<file path="src/sv/pbd_pkg.sv">
// ----------------------------------------------------------------------------
// pbd_pkg
// shared types and constants for the packbits run decoder
// ----------------------------------------------------------------------------
package pbd_pkg;

    localparam int unsigned CountW    = 16;
    localparam int unsigned RowW      = 14;
    localparam int unsigned ByteW     = 8;
    localparam int unsigned PatW      = 16;
    localparam int unsigned WbW       = 9;
    localparam int unsigned LitW      = 9;
    localparam int unsigned CfgIdxW   = 1;
    localparam int unsigned CfgDataW  = 14;

    localparam logic [0:0]       CfgWordUnits = 1'b0;
    localparam logic [0:0]       CfgRowLength = 1'b1;

    localparam logic             ReqStart     = 1'b0;
    localparam logic [ByteW-1:0] HdrNop       = 8'h80;

    typedef enum logic [1:0] {
        PH_HEADER  = 2'd0,
        PH_LITERAL = 2'd1,
        PH_REPEAT  = 2'd2,
        PH_WORD2   = 2'd3
    } t_phase;

    // one classified item moving from the front to the back
    typedef struct packed {
        logic              is_start;
        logic              last;
        logic [ByteW-1:0]  data;
        logic [CountW-1:0] src_left;
    } t_cmd;

endpackage

</file>
<file path="src/sv/pbd_front.sv">
// ----------------------------------------------------------------------------
// pbd_front
// accepts items, tracks the packed byte count and classifies each item
// ----------------------------------------------------------------------------
module pbd_front import pbd_pkg::*; (
    input  logic              i_clk,
    input  logic              i_rst_n,
    input  logic              i_in_valid,
    output logic              o_in_stall,
    input  logic              i_req_type,
    input  logic [CountW-1:0] i_packed_count,
    input  logic [ByteW-1:0]  i_packed_byte,
    input  logic              i_q_full,
    output logic              o_push,
    output t_cmd              o_cmd
);

    logic [CountW-1:0] r_source_left;
    logic [CountW-1:0] n_source_left;
    logic              accept;
    logic              is_start;
    logic [CountW-1:0] dec_left;

    assign o_in_stall = i_q_full;
    assign accept     = i_in_valid && !i_q_full;
    assign is_start   = (i_req_type == ReqStart);
    assign dec_left   = r_source_left - CountW'(1);

    always_comb begin
        n_source_left   = r_source_left;
        o_push          = 1'b0;
        o_cmd.is_start  = is_start;
        o_cmd.last      = (dec_left == '0);
        o_cmd.data      = i_packed_byte;
        o_cmd.src_left  = dec_left;
        if (accept) begin
            if (is_start) begin
                n_source_left = i_packed_count;
                o_push        = 1'b1;
            end else if (r_source_left != '0) begin
                // data without an open row is dropped here
                n_source_left = dec_left;
                o_push        = 1'b1;
            end
        end
    end

    always_ff @(posedge i_clk) begin
        if (!i_rst_n) begin
            r_source_left <= '0;
        end else begin
            r_source_left <= n_source_left;
        end
    end

endmodule

</file>
<file path="src/sv/pbd_queue.sv">
// ----------------------------------------------------------------------------
// pbd_queue
// two-entry queue between the front and the back
// ----------------------------------------------------------------------------
module pbd_queue import pbd_pkg::*; (
    input  logic i_clk,
    input  logic i_rst_n,
    input  logic i_push,
    input  t_cmd i_cmd,
    output logic o_full,
    input  logic i_pop,
    output logic o_valid,
    output t_cmd o_cmd
);

    t_cmd       r_entry [2];
    logic       r_wr_ptr;
    logic       r_rd_ptr;
    logic [1:0] r_count;
    logic       n_wr_ptr;
    logic       n_rd_ptr;
    logic [1:0] n_count;
    logic       do_pop;

    assign o_full  = (r_count == 2'd2);
    assign o_valid = (r_count != 2'd0);
    assign o_cmd   = r_entry[r_rd_ptr];
    assign do_pop  = i_pop && o_valid;

    always_comb begin
        n_wr_ptr = r_wr_ptr;
        n_rd_ptr = r_rd_ptr;
        n_count  = r_count;
        if (i_push) begin
            n_wr_ptr = !r_wr_ptr;
        end
        if (do_pop) begin
            n_rd_ptr = !r_rd_ptr;
        end
        if (i_push && !do_pop) begin
            n_count = r_count + 2'd1;
        end else if (!i_push && do_pop) begin
            n_count = r_count - 2'd1;
        end
    end

    always_ff @(posedge i_clk) begin
        if (i_push) begin
            r_entry[r_wr_ptr] <= i_cmd;
        end
    end

    always_ff @(posedge i_clk) begin
        if (!i_rst_n) begin
            r_wr_ptr <= 1'b0;
            r_rd_ptr <= 1'b0;
            r_count  <= 2'd0;
        end else begin
            r_wr_ptr <= n_wr_ptr;
            r_rd_ptr <= n_rd_ptr;
            r_count  <= n_count;
        end
    end

endmodule

</file>
<file path="src/sv/pbd_back.sv">
// ----------------------------------------------------------------------------
// pbd_back
// runs the header, literal and repeat phases and holds the output item
// ----------------------------------------------------------------------------
module pbd_back import pbd_pkg::*; (
    input  logic             i_clk,
    input  logic             i_rst_n,
    input  logic             i_word_units,
    input  logic [RowW-1:0]  i_row_length,
    input  logic             i_q_valid,
    input  t_cmd             i_cmd,
    output logic             o_pop,
    output logic             o_out_valid,
    input  logic             i_out_stall,
    output logic [PatW-1:0]  o_pattern,
    output logic [WbW-1:0]   o_write_bytes,
    output logic             o_row_done
);

    t_phase            r_phase, n_phase;
    logic [LitW-1:0]   r_literal_left, n_literal_left;
    logic [ByteW-1:0]  r_repeat_units, n_repeat_units;
    logic [ByteW-1:0]  r_held_byte, n_held_byte;
    logic [RowW-1:0]   r_dest_left, n_dest_left;
    logic              r_halted, n_halted;

    logic              r_out_valid;
    logic [PatW-1:0]   r_pattern;
    logic [WbW-1:0]    r_write_bytes;
    logic              r_row_done;

    logic [PatW-1:0]   pat;
    logic [WbW-1:0]    wb;
    logic [LitW-1:0]   lit_w;
    logic [1:0]        unit_w;
    logic [RowW-1:0]   run_w;
    logic [RowW-1:0]   half_room;
    logic [ByteW-1:0]  pairs;
    logic [LitW-1:0]   lit_after;
    logic              emit;
    logic [ByteW-1:0]  b;

    assign b      = i_cmd.data;
    assign o_pop  = i_q_valid && (!r_out_valid || !i_out_stall);
    assign lit_w  = (LitW'(b) + LitW'(1)) << i_word_units;
    assign unit_w = i_word_units ? 2'd2 : 2'd1;
    assign half_room = r_dest_left >> 1;

    always_comb begin
        n_phase        = r_phase;
        n_literal_left = r_literal_left;
        n_repeat_units = r_repeat_units;
        n_held_byte    = r_held_byte;
        n_dest_left    = r_dest_left;
        n_halted       = r_halted;
        pat            = '0;
        wb             = '0;
        run_w          = '0;
        pairs          = '0;
        lit_after      = r_literal_left;
        if (o_pop) begin
            if (i_cmd.is_start) begin
                n_phase        = PH_HEADER;
                n_literal_left = '0;
                n_repeat_units = '0;
                n_held_byte    = '0;
                n_dest_left    = i_row_length;
                n_halted       = 1'b0;
            end else if (!r_halted) begin
                case (r_phase)
                    PH_HEADER: begin
                        if (r_dest_left == '0) begin
                            n_halted = 1'b1;
                        end else if (!b[ByteW-1]) begin
                            // literal that would overrun the packed bytes stops the row
                            if (CountW'(lit_w) > i_cmd.src_left) begin
                                n_halted = 1'b1;
                            end else begin
                                n_literal_left = lit_w;
                                n_phase        = PH_LITERAL;
                            end
                        end else if (b != HdrNop) begin
                            n_repeat_units = ByteW'(9'd257 - {1'b0, b});
                            if (CountW'(unit_w) > i_cmd.src_left) begin
                                n_halted = 1'b1;
                            end else begin
                                n_phase = PH_REPEAT;
                            end
                        end
                    end
                    PH_LITERAL: begin
                        if (r_dest_left != '0) begin
                            pat         = {b, b};
                            wb          = WbW'(1);
                            n_dest_left = r_dest_left - RowW'(1);
                        end
                        if (r_literal_left != '0) begin
                            lit_after = r_literal_left - LitW'(1);
                        end
                        n_literal_left = lit_after;
                        if (lit_after == '0) begin
                            n_phase = PH_HEADER;
                        end
                    end
                    PH_REPEAT: begin
                        if (!i_word_units) begin
                            run_w = (RowW'(r_repeat_units) < r_dest_left) ?
                                    RowW'(r_repeat_units) : r_dest_left;
                            pat         = {b, b};
                            wb          = WbW'(run_w);
                            n_dest_left = r_dest_left - run_w;
                            n_phase     = PH_HEADER;
                        end else begin
                            n_held_byte = b;
                            n_phase     = PH_WORD2;
                        end
                    end
                    PH_WORD2: begin
                        // whole pairs only, odd room stays for a later literal
                        pairs = (RowW'(r_repeat_units) < half_room) ?
                                r_repeat_units : ByteW'(half_room);
                        pat         = {r_held_byte, b};
                        wb          = {pairs, 1'b0};
                        n_dest_left = r_dest_left - RowW'(wb);
                        n_phase     = PH_HEADER;
                    end
                    default: begin
                        n_phase = PH_HEADER;
                    end
                endcase
            end
        end
        if (wb == '0) begin
            pat = '0;
        end
    end

    assign emit = o_pop && !i_cmd.is_start && ((wb != '0) || i_cmd.last);

    always_ff @(posedge i_clk) begin
        if (!i_rst_n) begin
            r_phase        <= PH_HEADER;
            r_literal_left <= '0;
            r_repeat_units <= '0;
            r_held_byte    <= '0;
            r_dest_left    <= '0;
            r_halted       <= 1'b1;
            r_out_valid    <= 1'b0;
        end else begin
            r_phase        <= n_phase;
            r_literal_left <= n_literal_left;
            r_repeat_units <= n_repeat_units;
            r_held_byte    <= n_held_byte;
            r_dest_left    <= n_dest_left;
            r_halted       <= n_halted;
            if (emit) begin
                r_out_valid <= 1'b1;
            end else if (!i_out_stall) begin
                r_out_valid <= 1'b0;
            end
        end
    end

    always_ff @(posedge i_clk) begin
        if (emit) begin
            r_pattern     <= pat;
            r_write_bytes <= wb;
            r_row_done    <= i_cmd.last;
        end
    end

    assign o_out_valid   = r_out_valid;
    assign o_pattern     = r_pattern;
    assign o_write_bytes = r_write_bytes;
    assign o_row_done    = r_row_done;

endmodule

</file>
<file path="src/sv/packbits_run_decoder.sv">
// ----------------------------------------------------------------------------
// packbits_run_decoder
// packbits scanline decoder producing run descriptors in byte or word units
// ----------------------------------------------------------------------------
// a result item is registered in the queue, then in the output register
// one item per cycle unless stalled; the decode state updates once per packed byte
// the two-entry queue between front and back lets each side stall on its own
// reset: synchronous active-low i_rst_n; queue empty, no row open, config cleared
// ----------------------------------------------------------------------------
module packbits_run_decoder import pbd_pkg::*; (
    input  logic                i_clk,
    input  logic                i_rst_n,
    // input channel
    input  logic                i_in_valid,
    output logic                o_in_stall,
    input  logic                i_req_type,
    input  logic [CountW-1:0]   i_packed_count,
    input  logic [ByteW-1:0]    i_packed_byte,
    // output channel
    output logic                o_out_valid,
    input  logic                i_out_stall,
    output logic [PatW-1:0]     o_pattern,
    output logic [WbW-1:0]      o_write_bytes,
    output logic                o_row_done,
    // configuration write port
    input  logic                i_cfg_wr_en,
    input  logic [CfgIdxW-1:0]  i_cfg_index,
    input  logic [CfgDataW-1:0] i_cfg_wdata
);

    // configuration registers, read live by the back end
    logic             r_word_units;
    logic [RowW-1:0]  r_row_length;

    // front to queue
    logic q_push;
    t_cmd q_in_cmd;
    logic q_full;

    // queue to back
    logic q_pop;
    logic q_valid;
    t_cmd q_out_cmd;

    always_ff @(posedge i_clk) begin
        if (!i_rst_n) begin
            r_word_units <= 1'b0;
            r_row_length <= '0;
        end else if (i_cfg_wr_en) begin
            case (i_cfg_index)
                CfgWordUnits: r_word_units <= i_cfg_wdata[0];
                CfgRowLength: r_row_length <= i_cfg_wdata[RowW-1:0];
                default: begin
                    r_word_units <= r_word_units;
                end
            endcase
        end
    end

    // front: counts packed bytes, drops data outside a row, flags the last byte
    pbd_front u_front (
        .i_clk          (i_clk),
        .i_rst_n        (i_rst_n),
        .i_in_valid     (i_in_valid),
        .o_in_stall     (o_in_stall),
        .i_req_type     (i_req_type),
        .i_packed_count (i_packed_count),
        .i_packed_byte  (i_packed_byte),
        .i_q_full       (q_full),
        .o_push         (q_push),
        .o_cmd          (q_in_cmd)
    );

    // short queue decoupling the two sides
    pbd_queue u_queue (
        .i_clk   (i_clk),
        .i_rst_n (i_rst_n),
        .i_push  (q_push),
        .i_cmd   (q_in_cmd),
        .o_full  (q_full),
        .i_pop   (q_pop),
        .o_valid (q_valid),
        .o_cmd   (q_out_cmd)
    );

    // back: header/literal/repeat state machine plus output register
    pbd_back u_back (
        .i_clk         (i_clk),
        .i_rst_n       (i_rst_n),
        .i_word_units  (r_word_units),
        .i_row_length  (r_row_length),
        .i_q_valid     (q_valid),
        .i_cmd         (q_out_cmd),
        .o_pop         (q_pop),
        .o_out_valid   (o_out_valid),
        .i_out_stall   (i_out_stall),
        .o_pattern     (o_pattern),
        .o_write_bytes (o_write_bytes),
        .o_row_done    (o_row_done)
    );

endmodule
</file>
<file path="config.mk">
export PLATFORM = sky130hd
export DESIGN_NAME = packbits_run_decoder
export DESIGN_NICKNAME = d
export VERILOG_FILES = /design/src/sv/pbd_pkg.sv /design/src/sv/pbd_front.sv /design/src/sv/pbd_queue.sv /design/src/sv/pbd_back.sv /design/src/sv/packbits_run_decoder.sv
export SDC_FILE = /design/constraint.sdc
export NUM_CORES = 1
export LEC_CHECK = 0
export ABC_AREA = 1
export BUFFER_PORTS_ARGS = -buffer_cell sky130_fd_sc_hd__buf_2
export CORE_MARGIN = 2
export CORE_UTILIZATION = 60
export DETAILED_ROUTE_END_ITERATION = 12
export PLACE_DENSITY = 0.9
export SETUP_SLACK_MARGIN = 0.2
export SYNTH_ARGS = -nofsm -noshare
export SYNTH_HDL_FRONTEND = slang
export SYNTH_SLANG_ARGS = --single-unit
</file>
<file path="constraint.sdc">
create_clock -name i_clk -period 4.81 [get_ports i_clk]
set_clock_uncertainty 0.05 [all_clocks]
set_input_delay 0.962 -clock i_clk [delete_from_list [all_inputs] [get_ports i_clk]]
set_output_delay 0.962 -clock i_clk [all_outputs]
set_load 0.005 [all_outputs]
</file>
== Word level (Yosys, flattened, before mapping) ==
Memory sizes are Yosys's and may differ from the RTL's. A register that Yosys moved wholly into a read port is not among the register bits.
Index checks and enable logic that the tools add are counted.

* ROM bits: 0
* Bits in latches: 0
* Memory bits (writable): 52
* Output and inout bits: 28
* Word-level logic and storage cells: 165
* Memories: 1
* Flip-flop bits (word level): 104

{| class="wikitable"
|+ Memories
! memory !! words !! bits a word !! read ports !! clocked after Yosys merged registers in !! write ports !! line !! source
|-
| u_queue.r_entry || 2 || 26 || 1 || 1 || 1 || pbd_queue.sv:16 || <nowiki>t_cmd r_entry [2];</nowiki>
|}

* Bitwise operators: 3
* Multiplexer cells: 69
* Magnitude comparators: 4
* Divide/modulo/power cells: 0
* Add/sub/neg operators: 9
* Multiply operators: 0
* Shifts and indexed selects: 1
* Reductions and logical operators: 44
* Eq/ne operators: 18

{| class="wikitable"
|+ Operators by type and width
! operator !! number
|-
| $mux W9 || 14
|-
| $mux W8 || 11
|-
| $mux W14 || 5
|-
| $mux W16 || 4
|-
| $pmux W16 S3 || 1
|-
| $pmux W14 S3 || 1
|-
| $pmux W9 S3 || 1
|-
| $mux W2 || 12
|-
| $logic_not A9 Y1 || 2
|-
| $mux W1 || 18
|-
| $pmux W9 S2 || 1
|-
| $reduce_bool A9 Y1 || 2
|-
| $gt A2 B16 Y1 || 1
|-
| $gt A9 B16 Y1 || 1
|-
| $logic_not A16 Y1 || 1
|-
| $reduce_bool A16 Y1 || 1
|-
| $sub A16 B1 Y16 const B || 1
|-
| $logic_not A14 Y1 || 1
|-
| $lt A8 B14 Y1 || 1
|-
| $reduce_bool A14 Y1 || 1
|-
| $reduce_bool A2 Y1 || 7
|-
| $sub A14 B1 Y14 const B || 1
|-
| $sub A14 B14 Y14 || 1
|-
| $sub A14 B9 Y14 || 1
|-
| other kinds (29) || 58
|}

== Depth between registers and ports, before layout ==
* Word-level depth: 11
* Depth in mapped cells: 28

== By module ==
A second synthesis with hierarchy kept.

* Cells, all modules: 1276
* Area, all modules: 10223.6 sq um

{| class="wikitable"
|+ Modules (own cells, without submodules)
! module !! instances !! seq. area each (sq um) !! cells each !! area an instance (sq um)
|-
| pbd_back || 1 || 1641.6 || 851 || 5979.5
|-
| pbd_queue || 1 || 1661.6 || 117 || 2215.9
|-
| pbd_front || 1 || 320.3 || 238 || 1392.6
|-
| packbits_run_decoder || 1 || 300.3 || 70 || 635.6
|}

== Worst setup path after synthesis ==
OpenSTA, ideal clock, no wires.

* Path kind: flip-flop to flip-flop
* Start: register (tool-made name)
* End: register u_back.r_literal_left[8]
* Setup slack: 1244 ps
* Buffers on the path: 2
* Cell stages (with the launch flop): 28
* Data arrival time: 3442 ps
* Library setup time: 74 ps
* Cell sequence: dfxtp_1 -> inv_2 -> buf_4 -> or2_2 -> o21ai_1 -> inv_1 -> ha_1 -> inv_1 -> nor2_8 -> or2_2 -> nand2_1 -> nand2_1 -> o21ai_0 -> inv_1 -> ha_1 -> nand2_1 -> o21bai_1 -> a21oi_1 -> o21ai_0 -> nand2_1 -> nand2_1 -> nand2_1 -> nand3_1 -> nand2_1 -> nor2_1 -> buf_2 -> o21ai_0 -> a31oi_1

{| class="wikitable"
|+ RTL lines
! element !! line !! source
|-
| end signal: assignment || pbd_back.sv:151 || <nowiki>r_literal_left <= n_literal_left;</nowiki>
|-
| end: declaration || pbd_back.sv:21 || <nowiki>logic [LitW-1:0] r_literal_left, n_literal_left;</nowiki>
|}

==> Flow_metrics.wiki <==
{| class="wikitable"
! Metric !! Value
|-
| Area of the placeable core || 15,800 sq um
|-
| CP endpoint kind || flip-flop
|-
| Standard cell with the maximum stage delay on the critical path || sky130_fd_sc_hd__dfxtp_1
|-
| # H-tree levels || 4
|-
| Ratio of cells with drive above 1 in the final layout || 15.6%
|-
| Area of the die || 17,100 sq um
|-
| Post-layout nets || 1,405
|-
| Crit path time final || 4.20 ns
|-
| Run status || finished clean
|-
| Final setup fails || 0
|-
| Most frequent standard cell in the layout excluding fill and tap cells || sky130_fd_sc_hd__nand2_1
|-
| Initial Util || 61.1%
|-
| Startpoint class of the critical path || flip-flop
|-
| Number of max-slew violations in the final report || 0
|-
| Total routing usage reported by global routing || 29.6%
|-
| Hold Buf Count CTS || 0
|-
| Resize count post-CTS || 0
|-
| Ys async rst share || 0%
|-
| Highest attainable clock frequency || 238 MHz
|-
| Worst endpoint required time || 5.07 ns
|-
| Flip-flop and latch count after synthesis || 157
|-
| Number of global-route vias before repair || 8,244
|-
| Max Cap Violations || 0
|-
| Iter 0 DRT Violations || 937
|-
| GR Overflow Total || 0
|-
| Class of the most critical setup path || flip-flop to flip-flop
|-
| Average wire per standard cell || 16.3 um
|-
| Floorplan die width || 131 um
|-
| Detail Placement HPWL || 17,700 um
|-
| Final weighted congestion in routability-driven placement || 0.988
|-
| Portion of the clock cycle consumed by the worst path in the final layout || 87.3%
|-
| Most frequent cells in the layout || 252 x sky130_fd_sc_hd__nand2_1, 128 x sky130_fd_sc_hd__inv_1, 101 x sky130_fd_sc_hd__nor2_1
|-
| Number of post-CTS setup repair buffers || 0
|-
| Maximum number of pins on one net before global-route repair || 52
|-
| Via density || 5.83
|-
| Antenna violations before repair || 0
|-
| Longest individual stage delay on the worst path || 0.37 ns
|-
| Yosys synthesis warning count || 0
|-
| Tightest Pin Transition || 0.903 ns
|-
| Worst-path clk slew || 0.07 ns
|-
| Cell taking the most area after synthesis || sky130_fd_sc_hd__edfxtp_1
|-
| Synthesized cell area || 9630 sq um
|-
| Total wire length after detailed routing || 24,900 um
|-
| Maximum buffer depth of the clock tree || 2
|-
| Number of enable-type register cells in the synthesized netlist || 78
|-
| Class of the tightest hold or removal check || flip-flop to flip-flop
|-
| Most frequent cell on the critical path || sky130_fd_sc_hd__nand2_1
|-
| Final sum of negative setup slack || 0 ns
|-
| CTS tree || yes
|-
| Final worst-path setup slack || 0.611 ns
|-
| Number of standard cells after synthesis || 1,228
|-
| Area growth from synthesis to layout || 12.0%
|-
| Routed via count || 8,917
|-
| Fraction of synthesized cell area taken by the top area cell type || 24.3%
|-
| Data arrival time of the worst path || 4.46 ns
|-
| Setup repair after global routing missed its margin || false
|-
| Main area contributors after synthesis || sky130_fd_sc_hd__edfxtp_1 24%, sky130_fd_sc_hd__dfxtp_1 16%, sky130_fd_sc_hd__nand2_1 9.8%
|-
| Main flop type after synthesis || sky130_fd_sc_hd__dfxtp_1
|-
| Die Y-Extent || 131 um
|-
| Mean instance size in the synthesized netlist || 7.84 sq um
|-
| Iteration count of the initial detailed-routing pass || 6
|-
| Top-Level Pins || 73
|-
| Number of sinks handled by clock tree synthesis || 157
|-
| Root cell of the clock tree || sky130_fd_sc_hd__clkbuf_16
|-
| Wire length of the first global-routing pass || 39,400 um
|-
| Number of diodes added for antenna fixing || 0
|-
| Row Count || 46
|-
| Cts bufs inserted || 17
|-
| Final-report hold violation count || 0
|-
| Post-detailed-route DRC marker count || 0
|-
| Number of I/O port buffers || 72
|-
| Number of distinct standard cells referenced by the synthesized netlist || 59
|-
| Worst rel slew slack || 39.8%
|-
| Worst Hold Margin || 0.415 ns
|-
| Number of nets with antenna violations after detailed routing || 0
|-
| Critical-path maximum fanout || 15
|-
| Share of synthesized area occupied by flip-flops and latches || 40.7%
|-
| Clock latency on the worst-skew pair || 0.44 ns
|-
| DP Worst Slack || 0.754 ns
|}
## synth_stat cells, types with 3 or more instances
library cell	n
sky130_fd_sc_hd__a211oi_1	6
sky130_fd_sc_hd__a211oi_2	3
sky130_fd_sc_hd__a21oi_1	100
sky130_fd_sc_hd__a31oi_1	9
sky130_fd_sc_hd__buf_2	8
sky130_fd_sc_hd__buf_6	6
sky130_fd_sc_hd__clkbuf_1	18
sky130_fd_sc_hd__clkinv_1	6
sky130_fd_sc_hd__dfxtp_1	79
sky130_fd_sc_hd__edfxtp_1	78
sky130_fd_sc_hd__ha_1	58
sky130_fd_sc_hd__inv_1	128
sky130_fd_sc_hd__inv_2	21
sky130_fd_sc_hd__mux2i_1	5
sky130_fd_sc_hd__nand2_1	252
sky130_fd_sc_hd__nand2_2	18
sky130_fd_sc_hd__nand2_4	5
sky130_fd_sc_hd__nand3_1	85
sky130_fd_sc_hd__nand3b_1	3
sky130_fd_sc_hd__nand4_1	22
sky130_fd_sc_hd__nor2_1	103
sky130_fd_sc_hd__nor2_2	7
sky130_fd_sc_hd__nor2_4	3
sky130_fd_sc_hd__nor3_1	8
sky130_fd_sc_hd__nor4_1	3
sky130_fd_sc_hd__o211ai_1	5
sky130_fd_sc_hd__o21a_1	6
sky130_fd_sc_hd__o21ai_0	98
sky130_fd_sc_hd__o21ai_1	8
sky130_fd_sc_hd__o21ai_2	5
sky130_fd_sc_hd__o21bai_1	3
sky130_fd_sc_hd__o22ai_1	3
sky130_fd_sc_hd__or2_2	10
sky130_fd_sc_hd__xnor2_1	8
sky130_fd_sc_hd__xor2_1	15
## flip-flops by register name, indices dropped and copies added (netlist names), 8 cells and up, named ones only
signal,count
u_back.r_dest_left,14
u_back.o_write_bytes,9
u_front.r_source_left,16
u_back.r_held_byte,8
u_back.o_pattern,16
u_back.r_repeat_units,8
u_queue.r_entry,52
u_back.r_literal_left,9
r_row_length,14
## layer usage
| metal | up-vias | global-route usage, % | part of all wire [%] |
|---|---|---|---|
| li1 | 4274 | - | - |
| met1 | 4123 | 36.1 | 40 |
| met2 | 434 | 50.1 | 49 |
| met3 | 86 | 6.23 | 7.0 |
| met4 | 0 | 14.6 | 3.9 |
| met5 | - | 0 | 0 |
## cells by family after synthesis
group	after synthesis	share of synthesized area, %
XOR/XNOR	23	2.09
multiplexers	5	0.520
AND/OR/NAND/NOR	536	25.8
flip-flops	157	40.7
buffers and inverters	190	8.04
adder cells (fa/ha/maj)	60	7.95
other	1	0.0389
AO/OA/AOI/OAI	256	14.8
## area by class of cell
class / instances / area, sq um
repair buffers: 83 / 443
multi-input cells: 885 / 4950
well taps: 216 / 270
fillers: 1262 / 4980
inverters: 156 / 588
clock buffers: 17 / 425
clock inverters: 15 / 186
flip-flops and latches: 157 / 3920
## path summary, 6_finish.rpt
| kind | start | endpoint | slack (ns) | cells after the start |
|---|---|---|---|---|
| max reg2reg | flip-flop | u_back.r_literal_left[1]$_SDFFE_PN0P_ | 0.61 | 27 |
| max | flip-flop | u_back.r_literal_left[1]$_SDFFE_PN0P_ | 0.61 | 27 |
| min | u_queue.r_rd_ptr$_SDFFE_PN0P_ | u_queue.r_rd_ptr$_SDFFE_PN0P_ | 0.42 | 1 |
| min reg2reg | u_queue.r_rd_ptr$_SDFFE_PN0P_ | u_queue.r_rd_ptr$_SDFFE_PN0P_ | 0.42 | 1 |
## worst max-delay path, delay by kind of cell, from the launching register on
| kind | cells | cell delay [ns] |
|---|---|---|
| and+or+nand+nor | 12 | 1.30 |
| DFF | 1 | 0.37 |
| buffers and inverters | 6 | 0.88 |
| AOI/OAI and AO/OA | 7 | 0.93 |
| adders and majority gates | 2 | 0.54 |
## metrics by stage
stage	instances	util, %	cell area (sq um)
2_1_floorplan	1232	-	9650
3_3_place_gp	1497	64.5	10200
3_5_place_dp	1497	64.5	10200
4_1_cts	1529	68.4	10800
5_1_grt	1529	68.4	10800
6_report	1529	68.4	10800
Power is left out: the tool's default activity adds up to more than one toggle a clock period on the data nets, which glitch-free logic cannot reach.
